File: config.mk
export PLATFORM = sky130hd
export DESIGN_NAME = matrix_multiply_4x4_core
export DESIGN_NICKNAME = d
export VERILOG_FILES = /design/src/sv/mm4_pkg.sv /design/src/sv/mm4_mac.sv /design/src/sv/matrix_multiply_4x4_core.sv
export SDC_FILE = /design/constraint.sdc
export NUM_CORES = 2
export LEC_CHECK = 0
export ABC_CLOCK_PERIOD_IN_PS = 12600
export BUFFER_PORTS_ARGS = -buffer_cell sky130_fd_sc_hd__buf_4
export CAP_MARGIN = 0
export CORE_MARGIN = 2
export CORE_UTILIZATION = 65
export DETAILED_ROUTE_END_ITERATION = 8
export GPL_ROUTABILITY_DRIVEN = 0
export PLACE_DENSITY = 0.82
export SLEW_MARGIN = 20
export SYNTH_ARGS = -nofsm -noshare
export SYNTH_HDL_FRONTEND = slang
export SYNTH_HIERARCHICAL = 1
export SYNTH_SLANG_ARGS = --single-unit
export TNS_END_PERCENT = 1
File: constraint.sdc
create_clock -name clk -period 12.6 [get_ports clk]
set_input_delay 1.89 -clock clk [delete_from_list [all_inputs] [get_ports clk]]
set_output_delay 1.89 -clock clk [all_outputs]
set_load 0.1 [all_outputs]
File: src/sv/mm4_pkg.sv
// ----------------------------------------------------------------------------
// mm4_pkg
// Shared types, codes and the control store for the 4x4 matrix multiplier.
// ----------------------------------------------------------------------------
package mm4_pkg;

  localparam int DIM_DEFAULT = 4;
  localparam int ELEM_W      = 32;
  localparam int IDX_W       = 2;
  localparam int PROD_W      = 2 * ELEM_W;
  localparam int FRAC_BITS   = 16;

  localparam logic [ELEM_W-1:0] ONE_Q16 = 32'h0001_0000;
  localparam logic [ELEM_W-1:0] SAT_MAX = 32'h7FFF_FFFF;
  localparam logic [ELEM_W-1:0] SAT_MIN = 32'h8000_0000;

  typedef enum logic [1:0] {
    OP_WR_LEFT  = 2'd0,
    OP_WR_RIGHT = 2'd1,
    OP_MULTIPLY = 2'd2
  } op_t;

  typedef enum logic [2:0] {
    S_WAIT = 3'd0,
    S_CLR  = 3'd1,
    S_MUL  = 3'd2,
    S_ACC  = 3'd3,
    S_EMIT = 3'd4,
    S_NEXT = 3'd5
  } step_t;

  typedef enum logic [2:0] {
    C_ALWAYS   = 3'd0,
    C_MUL_BEAT = 3'd1,
    C_K_ZERO   = 3'd2,
    C_OUT_BUSY = 3'd3,
    C_LAST     = 3'd4
  } cond_t;

  // one control word: datapath strobes, then the branch
  typedef struct packed {
    logic  rdy;
    logic  clr;
    logic  mul;
    logic  acc;
    logic  inc_k;
    logic  emit;
    logic  adv;
    cond_t cond;
    step_t jmp;
    step_t nxt;
  } uword_t;

  typedef struct packed {
    logic clr_acc;
    logic do_mul;
    logic do_acc;
    logic wr_left;
    logic wr_right;
  } dp_ctrl_t;

  function automatic uword_t ucode(input step_t s);
    uword_t w;
    w = '{rdy: 1'b0, clr: 1'b0, mul: 1'b0, acc: 1'b0, inc_k: 1'b0, emit: 1'b0,
          adv: 1'b0, cond: C_ALWAYS, jmp: S_WAIT, nxt: S_WAIT};
    case (s)
      S_WAIT: begin
        w.rdy  = 1'b1;
        w.cond = C_MUL_BEAT;
        w.jmp  = S_CLR;
        w.nxt  = S_WAIT;
      end
      S_CLR: begin
        w.clr = 1'b1;
        w.jmp = S_MUL;
      end
      S_MUL: begin
        w.mul   = 1'b1;
        w.inc_k = 1'b1;
        w.jmp   = S_ACC;
      end
      S_ACC: begin
        w.acc  = 1'b1;
        w.cond = C_K_ZERO;
        w.jmp  = S_EMIT;
        w.nxt  = S_MUL;
      end
      S_EMIT: begin
        w.emit = 1'b1;
        w.cond = C_OUT_BUSY;
        w.jmp  = S_EMIT;
        w.nxt  = S_NEXT;
      end
      S_NEXT: begin
        w.adv  = 1'b1;
        w.cond = C_LAST;
        w.jmp  = S_WAIT;
        w.nxt  = S_CLR;
      end
      default: begin
        w.jmp = S_WAIT;
      end
    endcase
    return w;
  endfunction

endpackage

File: src/sv/mm4_mac.sv
// ----------------------------------------------------------------------------
// mm4_mac
// Element stores for both matrices and the multiply-accumulate datapath,
// with round-to-nearest, Q15.16 rescale and saturation of the sum.
// ----------------------------------------------------------------------------
module mm4_mac
  import mm4_pkg::*;
#(
  parameter int DIM = DIM_DEFAULT
) (
  input  logic                     clk,
  input  logic                     rst,
  input  dp_ctrl_t                 ctrl,
  input  logic [IDX_W-1:0]         wr_row,
  input  logic [IDX_W-1:0]         wr_col,
  input  logic signed [ELEM_W-1:0] wr_value,
  input  logic [$clog2(DIM)-1:0]   r,
  input  logic [$clog2(DIM)-1:0]   c,
  input  logic [$clog2(DIM)-1:0]   k,
  output logic [ELEM_W-1:0]        result
);

  localparam int DEPTH = DIM * DIM;
  localparam int AW    = $clog2(DEPTH);
  localparam int ACCW  = PROD_W + 1 + $clog2(DIM);
  localparam int RW    = ACCW - FRAC_BITS;
  localparam logic [ACCW-1:0] HALF = ACCW'(1) << (FRAC_BITS - 1);

  logic [ELEM_W-1:0] left_mem  [DEPTH];
  logic [ELEM_W-1:0] right_mem [DEPTH];
  logic [DEPTH-1:0]  left_vld;
  logic [DEPTH-1:0]  right_vld;

  logic [AW-1:0]     wr_addr;
  logic [AW-1:0]     a_addr;
  logic [AW-1:0]     b_addr;
  logic [ELEM_W-1:0] a_data;
  logic [ELEM_W-1:0] b_data;
  logic              a_vld;
  logic              b_vld;
  logic              a_diag;
  logic              b_diag;
  logic [ELEM_W-1:0] a_op;
  logic [ELEM_W-1:0] b_op;

  logic signed [PROD_W-1:0] prod;
  logic signed [ACCW-1:0]   acc;
  logic [ACCW-1:0]          rnd;
  logic [RW-1:0]            rnd_sh;
  logic [RW-32:0]           upper;

  assign wr_addr = AW'(int'(wr_row) * DIM + int'(wr_col));
  assign a_addr  = AW'(int'(r) * DIM + int'(k));
  assign b_addr  = AW'(int'(k) * DIM + int'(c));

  always_ff @(posedge clk) begin
    if (ctrl.wr_left) begin
      left_mem[wr_addr] <= wr_value;
    end
    if (ctrl.wr_right) begin
      right_mem[wr_addr] <= wr_value;
    end
    a_data <= left_mem[a_addr];
    b_data <= right_mem[b_addr];
    a_vld  <= left_vld[a_addr];
    b_vld  <= right_vld[b_addr];
    a_diag <= (r == k);
    b_diag <= (k == c);
  end

  // entries never written read as identity
  always_ff @(posedge clk) begin
    if (rst) begin
      left_vld  <= '0;
      right_vld <= '0;
    end else begin
      if (ctrl.wr_left) begin
        left_vld[wr_addr] <= 1'b1;
      end
      if (ctrl.wr_right) begin
        right_vld[wr_addr] <= 1'b1;
      end
    end
  end

  assign a_op = a_vld ? a_data : (a_diag ? ONE_Q16 : '0);
  assign b_op = b_vld ? b_data : (b_diag ? ONE_Q16 : '0);

  always_ff @(posedge clk) begin
    if (ctrl.do_mul) begin
      prod <= $signed(a_op) * $signed(b_op);
    end
    if (ctrl.clr_acc) begin
      acc <= '0;
    end else if (ctrl.do_acc) begin
      acc <= acc + {{(ACCW-PROD_W){prod[PROD_W-1]}}, prod};
    end
  end

  // exact sum, halves up, then drop the fraction and clamp to 32 bits
  assign rnd    = acc + HALF;
  assign rnd_sh = rnd[ACCW-1:FRAC_BITS];
  assign upper  = rnd_sh[RW-1:31];

  always_comb begin
    if ((&upper) || !(|upper)) begin
      result = rnd_sh[31:0];
    end else if (rnd_sh[RW-1]) begin
      result = SAT_MIN;
    end else begin
      result = SAT_MAX;
    end
  end

endmodule

File: src/sv/matrix_multiply_4x4_core.sv
// ----------------------------------------------------------------------------
// matrix_multiply_4x4_core
// Stored left and right Q15.16 matrices, product emitted in row-major order.
// ----------------------------------------------------------------------------
// Input channel (in_valid/in_ready): operation 0 or 1 writes one element of
// the left or right matrix at row/col; an index past the matrix size is
// dropped. Operation 2 starts a multiply; operation 3 is swallowed. in_ready
// is high only while the sequencer waits for a beat.
// Output channel (out_valid/out_ready): one beat per product element,
// out_row/out_col give its place, last marks the final one.
// A multiply is run by a small microprogram: per element one clear step,
// DIM multiply/accumulate step pairs on the one 32x32 multiplier, one emit
// step and one step to advance the indices, for each of the DIM*DIM elements.
// A stalled receiver holds the sequencer at its emit step; the output
// register lets element writes be taken while the last beat still waits.
// Reset sets both matrices to identity and clears the output valid flag.
// ----------------------------------------------------------------------------
module matrix_multiply_4x4_core
  import mm4_pkg::*;
#(
  parameter int DIM = DIM_DEFAULT
) (
  input  logic                     clk,
  input  logic                     rst,
  input  logic                     in_valid,
  output logic                     in_ready,
  input  logic [1:0]               operation,
  input  logic [IDX_W-1:0]         row,
  input  logic [IDX_W-1:0]         col,
  input  logic signed [ELEM_W-1:0] value,
  output logic                     out_valid,
  input  logic                     out_ready,
  output logic [IDX_W-1:0]         out_row,
  output logic [IDX_W-1:0]         out_col,
  output logic signed [ELEM_W-1:0] product,
  output logic                     last
);

  localparam int CW = $clog2(DIM);
  localparam logic [CW-1:0] IDX_MAX = CW'(DIM - 1);

  step_t         step;
  step_t         step_next;
  uword_t        uw;
  logic [CW-1:0] r;
  logic [CW-1:0] c;
  logic [CW-1:0] k;
  logic          in_beat;
  logic          in_range;
  logic          out_free;
  logic          at_last;
  logic          cond_ok;
  dp_ctrl_t      dp_ctrl;
  logic [ELEM_W-1:0] result;

  assign uw       = ucode(step);
  assign in_ready = uw.rdy && !rst;
  assign in_beat  = in_valid && in_ready;
  assign in_range = (int'(row) < DIM) && (int'(col) < DIM);
  assign out_free = !out_valid || out_ready;
  assign at_last  = (r == IDX_MAX) && (c == IDX_MAX);

  always_comb begin
    case (uw.cond)
      C_ALWAYS:   cond_ok = 1'b1;
      C_MUL_BEAT: cond_ok = in_beat && (operation == OP_MULTIPLY);
      C_K_ZERO:   cond_ok = (k == '0);
      C_OUT_BUSY: cond_ok = !out_free;
      C_LAST:     cond_ok = at_last;
      default:    cond_ok = 1'b0;
    endcase
    step_next = cond_ok ? uw.jmp : uw.nxt;
  end

  always_comb begin
    dp_ctrl.clr_acc  = uw.clr;
    dp_ctrl.do_mul   = uw.mul;
    dp_ctrl.do_acc   = uw.acc;
    dp_ctrl.wr_left  = in_beat && in_range && (operation == OP_WR_LEFT);
    dp_ctrl.wr_right = in_beat && in_range && (operation == OP_WR_RIGHT);
  end

  always_ff @(posedge clk) begin
    if (rst) begin
      step      <= S_WAIT;
      r         <= '0;
      c         <= '0;
      k         <= '0;
      out_valid <= 1'b0;
    end else begin
      step <= step_next;
      if (uw.inc_k) begin
        k <= (k == IDX_MAX) ? '0 : k + 1'b1;
      end
      // counters wrap back to zero after the last element
      if (uw.adv) begin
        if (c == IDX_MAX) begin
          c <= '0;
          r <= (r == IDX_MAX) ? '0 : r + 1'b1;
        end else begin
          c <= c + 1'b1;
        end
      end
      if (uw.emit && out_free) begin
        out_valid <= 1'b1;
        out_row   <= IDX_W'(r);
        out_col   <= IDX_W'(c);
        product   <= $signed(result);
        last      <= at_last;
      end else if (out_ready) begin
        out_valid <= 1'b0;
      end
    end
  end

  mm4_mac #(
    .DIM (DIM)
  ) u_mac (
    .clk      (clk),
    .rst      (rst),
    .ctrl     (dp_ctrl),
    .wr_row   (row),
    .wr_col   (col),
    .wr_value (value),
    .r        (r),
    .c        (c),
    .k        (k),
    .result   (result)
  );

`ifndef SYNTHESIS
  a_emit_loads: assert property (@(posedge clk) disable iff (rst)
    (step == S_EMIT && out_free) |=> out_valid)
    else $error("emit step did not load the output register");

  a_acc_done: assert property (@(posedge clk) disable iff (rst)
    (step == S_ACC && k == '0) |=> (step == S_EMIT))
    else $error("accumulation did not end after the last term");

  a_last_pos: assert property (@(posedge clk) disable iff (rst)
    (out_valid && last) |-> (out_row == IDX_W'(DIM - 1) && out_col == IDX_W'(DIM - 1)))
    else $error("last flag on an element that is not the final one");

  a_no_mac_idle: assert property (@(posedge clk) disable iff (rst)
    in_ready |-> (k == '0 && r == '0 && c == '0))
    else $error("indices not rewound while waiting for a beat");
`endif

endmodule

# Word level (Yosys, flattened, before mapping)
# Memories as Yosys holds them, arrays and structs flattened. A register that Yosys moved wholly into a read port is not among the register bits.
# Cells that the tools add are included.
word_totals:
  inputBits: 42
  wordCells: 107
  mem_bits_rw: 1024
  reg_bits: 214
  mem_count: 2
mem_list:
  columns: ["memory", "words", "width", "read_ports", "rd_ports_with_merged_regs", "wr", "line_no", "rtl"]
  rows:
  - ["u_mac.left_mem", 16, 32, 1, 1, 1, "mm4_mac.sv:29", "logic [ELEM_W-1:0] left_mem [DEPTH];"]
  - ["u_mac.right_mem", 16, 32, 1, 1, 1, "mm4_mac.sv:30", "logic [ELEM_W-1:0] right_mem [DEPTH];"]
classes:
  mux: 32
  bitwise: 3
  reduce_logical: 24
  add_sub_neg: 8
  mul: 1
  n_eq_ne: 16
  n_lt_le_gt_ge: 4
op_table:
  columns: ["cell", "n"]
  rows:
  - ["32-bit 2-to-1 mux", 4]
  - ["67-bit by 16-bit adder with 67-bit output (second input constant)", 1]
  - ["67-bit adder", 1]
  - ["32-bit by 32-bit multiplier with 64-bit output", 1]
  - ["17-bit 2-to-1 mux", 2]
  - ["16-bit OR", 2]
  - ["3-bit one-hot mux with 4 select lines", 2]
  - ["20-bit AND reduction", 1]
  - ["20-bit OR reduction", 1]
  - ["4-bit by 5-bit < comparator with 1-bit output (second input constant)", 3]
  - ["1-bit 2-to-1 mux", 15]
  - ["4-bit by 2-bit adder with 4-bit output", 3]
  - ["3-bit by 2-bit equality test with 1-bit output (second input constant)", 4]
  - ["3-bit equality test (second input constant)", 3]
  - ["3-bit one-hot mux with 3 select lines", 1]
  - ["1-bit binary-select mux with 4-bit select", 2]
  - ["2-bit equality test (second input constant)", 4]
  - ["1-bit logical AND", 8]
  - ["2-bit by 1-bit adder with 2-bit output (second input constant)", 3]
  - ["3-bit by 1-bit equality test with 1-bit output (second input constant)", 2]
  - ["3-bit logical NOT", 2]
  - ["2-bit 2-to-1 mux", 3]
  - ["1-bit one-hot mux with 5 select lines", 1]
  - ["1-bit demux with 4-bit select", 1]
  - ["11 further kinds", 18]

# Depth between registers and ports, before layout
logic_depth:
  depth_word: 7
  depth_mapped: 33

# Cells and area by module
# Netlist, hierarchy kept.
modules_own_cells:
  columns: ["module", "cells_each", "seq_area_each_um2", "area_per_inst_um2", "n_inst"]
  rows:
  - ["mm4_mac", 6676, 36014.5, 85643.4, 1]
  - ["matrix_multiply_4x4_core", 97, 1311.3, 1657.8, 1]

# Worst setup path after synthesis
# No wires, ideal clock.
synth_timing:
  path_type: "reg-to-reg"
  from: "reg u_mac.b_vld"
  to: "reg u_mac.prod[62] (data pin)"
  setup_time_ns: 0.258
  path_stages_with_launch: 29
  period_less_slack_ns: 8.533
  path_buffers: 4
  t_arrival_ns: 8.276
  setup_slack_ns: 4.067
  t_required_ns: 12.342
  cell_sequence: "dfxtp_1 -> clkbuf_1 -> clkbuf_1 -> clkbuf_1 -> clkbuf_1 -> nand2_1 -> nor2_1 -> fa_1 -> fa_1 -> fa_1 -> fa_1 -> inv_1 -> fa_1 -> inv_1 -> fa_1 -> fa_1 -> inv_1 -> fa_1 -> inv_1 -> ha_1 -> a21o_1 -> a21o_1 -> a21o_1 -> a221oi_1 -> o21a_1 -> o21a_1 -> o21ai_0 -> a21oi_1 -> xnor2_1"
synth_between:
  elab_chain_cells: 2
synth_rtl:
  columns: ["element", "line_no", "rtl"]
  rows:
  - ["from (decl)", "mm4_mac.sv:40", "logic b_vld;"]
  - ["from (signal assigned)", "mm4_mac.sv:66", "b_vld <= right_vld[b_addr];"]
  - ["32-bit 2-to-1 mux", "mm4_mac.sv:87", "assign b_op = b_vld ? b_data : (b_diag ? ONE_Q16 : '0);"]
  - ["32-bit by 32-bit multiplier with 64-bit output", "mm4_mac.sv:91", "prod <= $signed(a_op) * $signed(b_op);"]
  - ["to (signal assigned)", "mm4_mac.sv:91", null]
  - ["to (decl)", "mm4_mac.sv:46", "logic signed [PROD_W-1:0] prod;"]
# Every way passes these cells.
# A chain may end at the register's enable or synchronous reset.

# Worst setup path after layout
layout_timing:
  from: "reg u_mac.a_vld"
  to: "reg u_mac.prod[60] (data pin)"
layout_between:
  elab_chain_cells: 2
layout_rtl:
  columns: ["element", "line_no", "rtl"]
  rows:
  - ["from (decl)", "mm4_mac.sv:39", "logic a_vld;"]
  - ["from (signal assigned)", "mm4_mac.sv:65", "a_vld <= left_vld[a_addr];"]
  - ["32-bit 2-to-1 mux", "mm4_mac.sv:86", "assign a_op = a_vld ? a_data : (a_diag ? ONE_Q16 : '0);"]
  - ["32-bit by 32-bit multiplier with 64-bit output", "mm4_mac.sv:91", null]
# Every way passes these cells.

==> summary.md <==
| Metric | Value |
|---|---|
| Outcome | `finished, violations left` |
| Failing checks | `DRC` |
| Final hold vios | `0` |
| Critical path capture point type | `flip-flop` |
| Mean Syn Cell Area | `12.9 um2` |
| Die area | `approximately 140,000 um2` |
| Total number of nets in the final design | `8,125` |
| Io pins | `81` |
| Area of combinational cells with multiple inputs | `45,200 um2` |
| Internal Pwr Total | `slightly above 7000 uW` |
| # setup viols final | `0` |
| Hold Worst Slack | `approximately 470 ps` |
| Most frequent cells in the layout | `edfxtp_1 (1,125), fa_1 (1,082), inv_1 (1,021), nor2_1 (746), nand2_1 (639)` |
| Proportion of power drawn by combinational gates | `8.2%` |
| Overall fraction of global-route tracks in use | `roughly two fifths` |
| Transition at the pin with the smallest max-transition slack | `1240 ps` |
| Routed Wire Length | `roughly 250 mm` |
| Number of violations reported at the end of detailed-routing iteration 0 | `~8,000` |
| Layout fillers | `~8,200` |
| Cts-stage hold buffer count | `0` |
| Critical path startpoint category | `flip-flop` |
| Signed area change from the synthesized netlist to the final layout | `7.74%` |
| Final worst path period share | `just under 80%` |
| Resized cells post-CTS | `0` |
| Pwr/cell area | `around 100 nW/um2` |
| Antenna violations before repair | `18` |
| Skew-Pair Late Insertion Delay | `roughly 790 ps` |
| Power, Total | `9470 uW` |
| Portion of the post-synthesis area used by sequential elements | `42.8%` |
| Part of the total power dissipated in the clock network | `40.7%` |
| Biggest fanout along the worst timing path | `64` |
| Area used by sequential logic in the layout | `around 37,000 um2` |
| Effective utilization at floorplan | `between 60% and 70%` |
| Total half-perimeter wirelength after legalization and detailed placement | `between 150 and 200 mm` |
| Number of search-and-repair iterations in the first detailed-routing pass | `9` |
| Max capacitance violation total | `0` |
| Setup repair after global routing missed its margin | `false` |
| Number of enable flip-flop cells after synthesis | `1,125` |
| Die height | `between 300 and 400 um` |
| Gate Count Post-Synth | `~6,800` |
| Sequential cell fraction of total power | `between 50 and 60%` |
| Met3 usage | `between 10% and 20%` |
| Net switching fraction of the power | `24.2%` |
| Arrival time of data at the critical path endpoint | `~11,000 ps` |
| Core Box Area | `133,000 um2` |
| CP most frequent cell | `fa_1` |
| Post-CTS setup buffer count | `0` |
| Count of unique library cells instantiated by Yosys | `94` |
| Maximum buffer depth of the clock tree | `3` |
| Path class of the lowest-slack min-delay path | `flip-flop to flip-flop` |
| Number of max-slew violations in the final report | `0` |
| First-pass GRT wire length | `about 380 mm` |
| Worst voltage drop across the vdd grid | `just over 0.2 mV` |
| Site row count | `134` |
| Static Leak | `between 0.03 and 0.04 uW` |
| Cell with the biggest individual delay on the critical path | `nand2_1` |
| Number of buffers created by CTS | `between 100 and 150` |
| Clock root buffer master | `clkbuf_16` |
| WL/cell | `a little under 30 um` |
| Final clock skew | `53.9 ps` |
| Met1 demand-to-capacity share in global routing | `a little under half` |
| Final core utilization | `70.5%` |
| Worst slew margin relative to its limit | `~17%` |
| Final critical-path required period | `10,000 ps` |
| Number of DRC violations after detailed routing | `27` |
| Stage delay of the slowest cell on the critical path | `about 890 ps` |
| Total congestion overflow | `0` |
| Total number of vias | `about 57,000` |
| Async set or reset register ratio after synthesis | `0%` |
| Net Switching | `between 2000 and 2500 uW` |
| TritonCTS Sinks | `between 1,000 and 1,500` |
| CTS tree | `done` |
| Number of global-route vias before repair | `between 60,000 and 70,000` |
| Synthesis Warnings | `6` |
| F_max | `around 0.1 GHz` |
| Number of buffer cells added on primary ports | `80` |
| Global routing usage on met2 | `between 50 and 60%` |
| Number of H-tree levels | `4` |
| Register bit total from synthesis | `1,302` |
| Prevailing post-synth register cell | `edfxtp_1` |
| Horiz. Die Dim | `about 370 um` |
| Post-synthesis instance area | `87,300 um2` |
| Worst path required time | `approximately 13,000 ps` |
| Clock transition at the register clock pins on the worst setup and hold paths after CTS | `70 ps` |
| Most frequent standard cell in the layout excluding fill and tap cells | `edfxtp_1` |
| Top Usage Layer GRT | `met2` |
| Final ANT Viol Nets | `0` |
| Layout cell share with drive strength beyond 1 | `between 10% and 20%` |
| Path type of the worst setup path | `flip-flop to flip-flop` |
| Setup Total Neg Slack | `0 ps` |
| Average vias per placed instance | `~6.6` |
| Number of nets produced by synthesis | `roughly 8,000` |
| Pin count of the biggest net entering global routing | `around 140` |
-- Yosys cell counts, types with 16 or more instances --
cell type  count  share of area (%)
mux2i_1       50               0.57
nor2b_1       16               0.11
o21ai_0       93               0.53
a31oi_1       22               0.16
a211oi_1      17               0.15
fa_1        1083                 25
nand2_1      644                2.8
nor3_1        36               0.21
o21a_1        22               0.19
nand3_1       54               0.31
a21oi_1      137               0.79
and3_1        17               0.12
nand4_1       37               0.27
xnor2_1      113                1.1
clkbuf_1     278                1.2
dfxtp_1      177                4.1
edfxtp_1    1125                 39
o21bai_1      22               0.19
and2_1        68               0.49
ha_1         255                3.7
a21o_1        71               0.61
mux4_2       330                8.5
buf_1         41               0.18
inv_1       1021                4.4
nand2b_1      24               0.17
nor2_1       778                3.3
xor2_1        55               0.55
-- power by group through the flow --
stage	registers (uW)	clock network [uW]	logic, uW
floorplan	4900	0	594
CTS	4840	3880	763
finish	4840	3850	776
global placement	4930	0	730
detailed placement	4930	0	754
global route	4850	4030	855
-- registers in the layout (all words and copies together), names as in the netlist --
signal           flops
u_mac/a_data        32
out_row              2
product             32
out_col              2
u_mac/acc           67
u_mac/b_vld          1
u_mac/right_mem    512
u_mac/left_mem     512
u_mac/left_vld      16
r                    2
u_mac/b_data        32
out_valid            1
c                    2
u_mac/b_diag         1
u_mac/a_diag         1
u_mac/a_vld          1
k                    2
last                 1
u_mac/prod          64
step                 3
u_mac/right_vld     16
-- kinds of logic (layout without fill, tap and decap cells) --
family	count (synthesis)	after routing	share of synthesized area [%]
AND/OR/NAND/NOR	1755	1755	8.55
other	0	5	0
flip-flops	1302	1302	42.8
adder cells (fa/ha/maj)	1338	1338	28.5
AO/OA/AOI/OAI	477	477	3.56
buffers and inverters	1351	1429	5.85
multiplexers	382	382	9.11
XOR/XNOR	168	168	1.69
-- layout make-up --
cell class	count	share of cell area, %
multi-input cells	4120	48.0
flip-flops and latches	1302	39.7
inverters	1022	4.08
clock buffers	171	3.76
well taps	1768	2.35
repair buffers	169	1.38
clock inverters	67	0.678
diodes	5	0.0133
-- through the flow --
stage / worst slack, ps / cell area (um2) / instances
final: 2600 / 94100 / 8624
after global routing: 2400 / 94000 / 8620
after CTS: 3000 / 94000 / 8618
after detailed placement: 3100 / 89800 / 8380
after global placement: 3290 / 89800 / 8380
after floorplan: 4070 / 87300 / 6773
-- path summary, 6_finish.rpt --
check             slack [ps]               start  cells after the start                 end
setup reg to reg        2600         u_mac/a_vld                     27      u_mac/prod[60]
hold / removal           470  u_mac/left_vld[10]                      2  u_mac/left_vld[10]
hold reg to reg          470  u_mac/left_vld[10]                      2  u_mac/left_vld[10]
setup / recovery        2600         u_mac/a_vld                     27      u_mac/prod[60]
-- critical path, delay by kind of cell, from the launching register on --
family / cells / cell delay [ps]
adders and majority gates: 9 / 4370
AOI/OAI and AO/OA: 9 / 2730
and+or+nand+nor: 4 / 1500
buffers and inverters: 5 / 780
DFF: 1 / 320
-- per-layer routing --
layer,wire [um],vias up
li1,-,22500
met1,81600,28500
met2,114000,4943
met3,38300,1333
met4,19600,26
met5,319,-
Note: power is estimated with default switching activity, not from simulation.
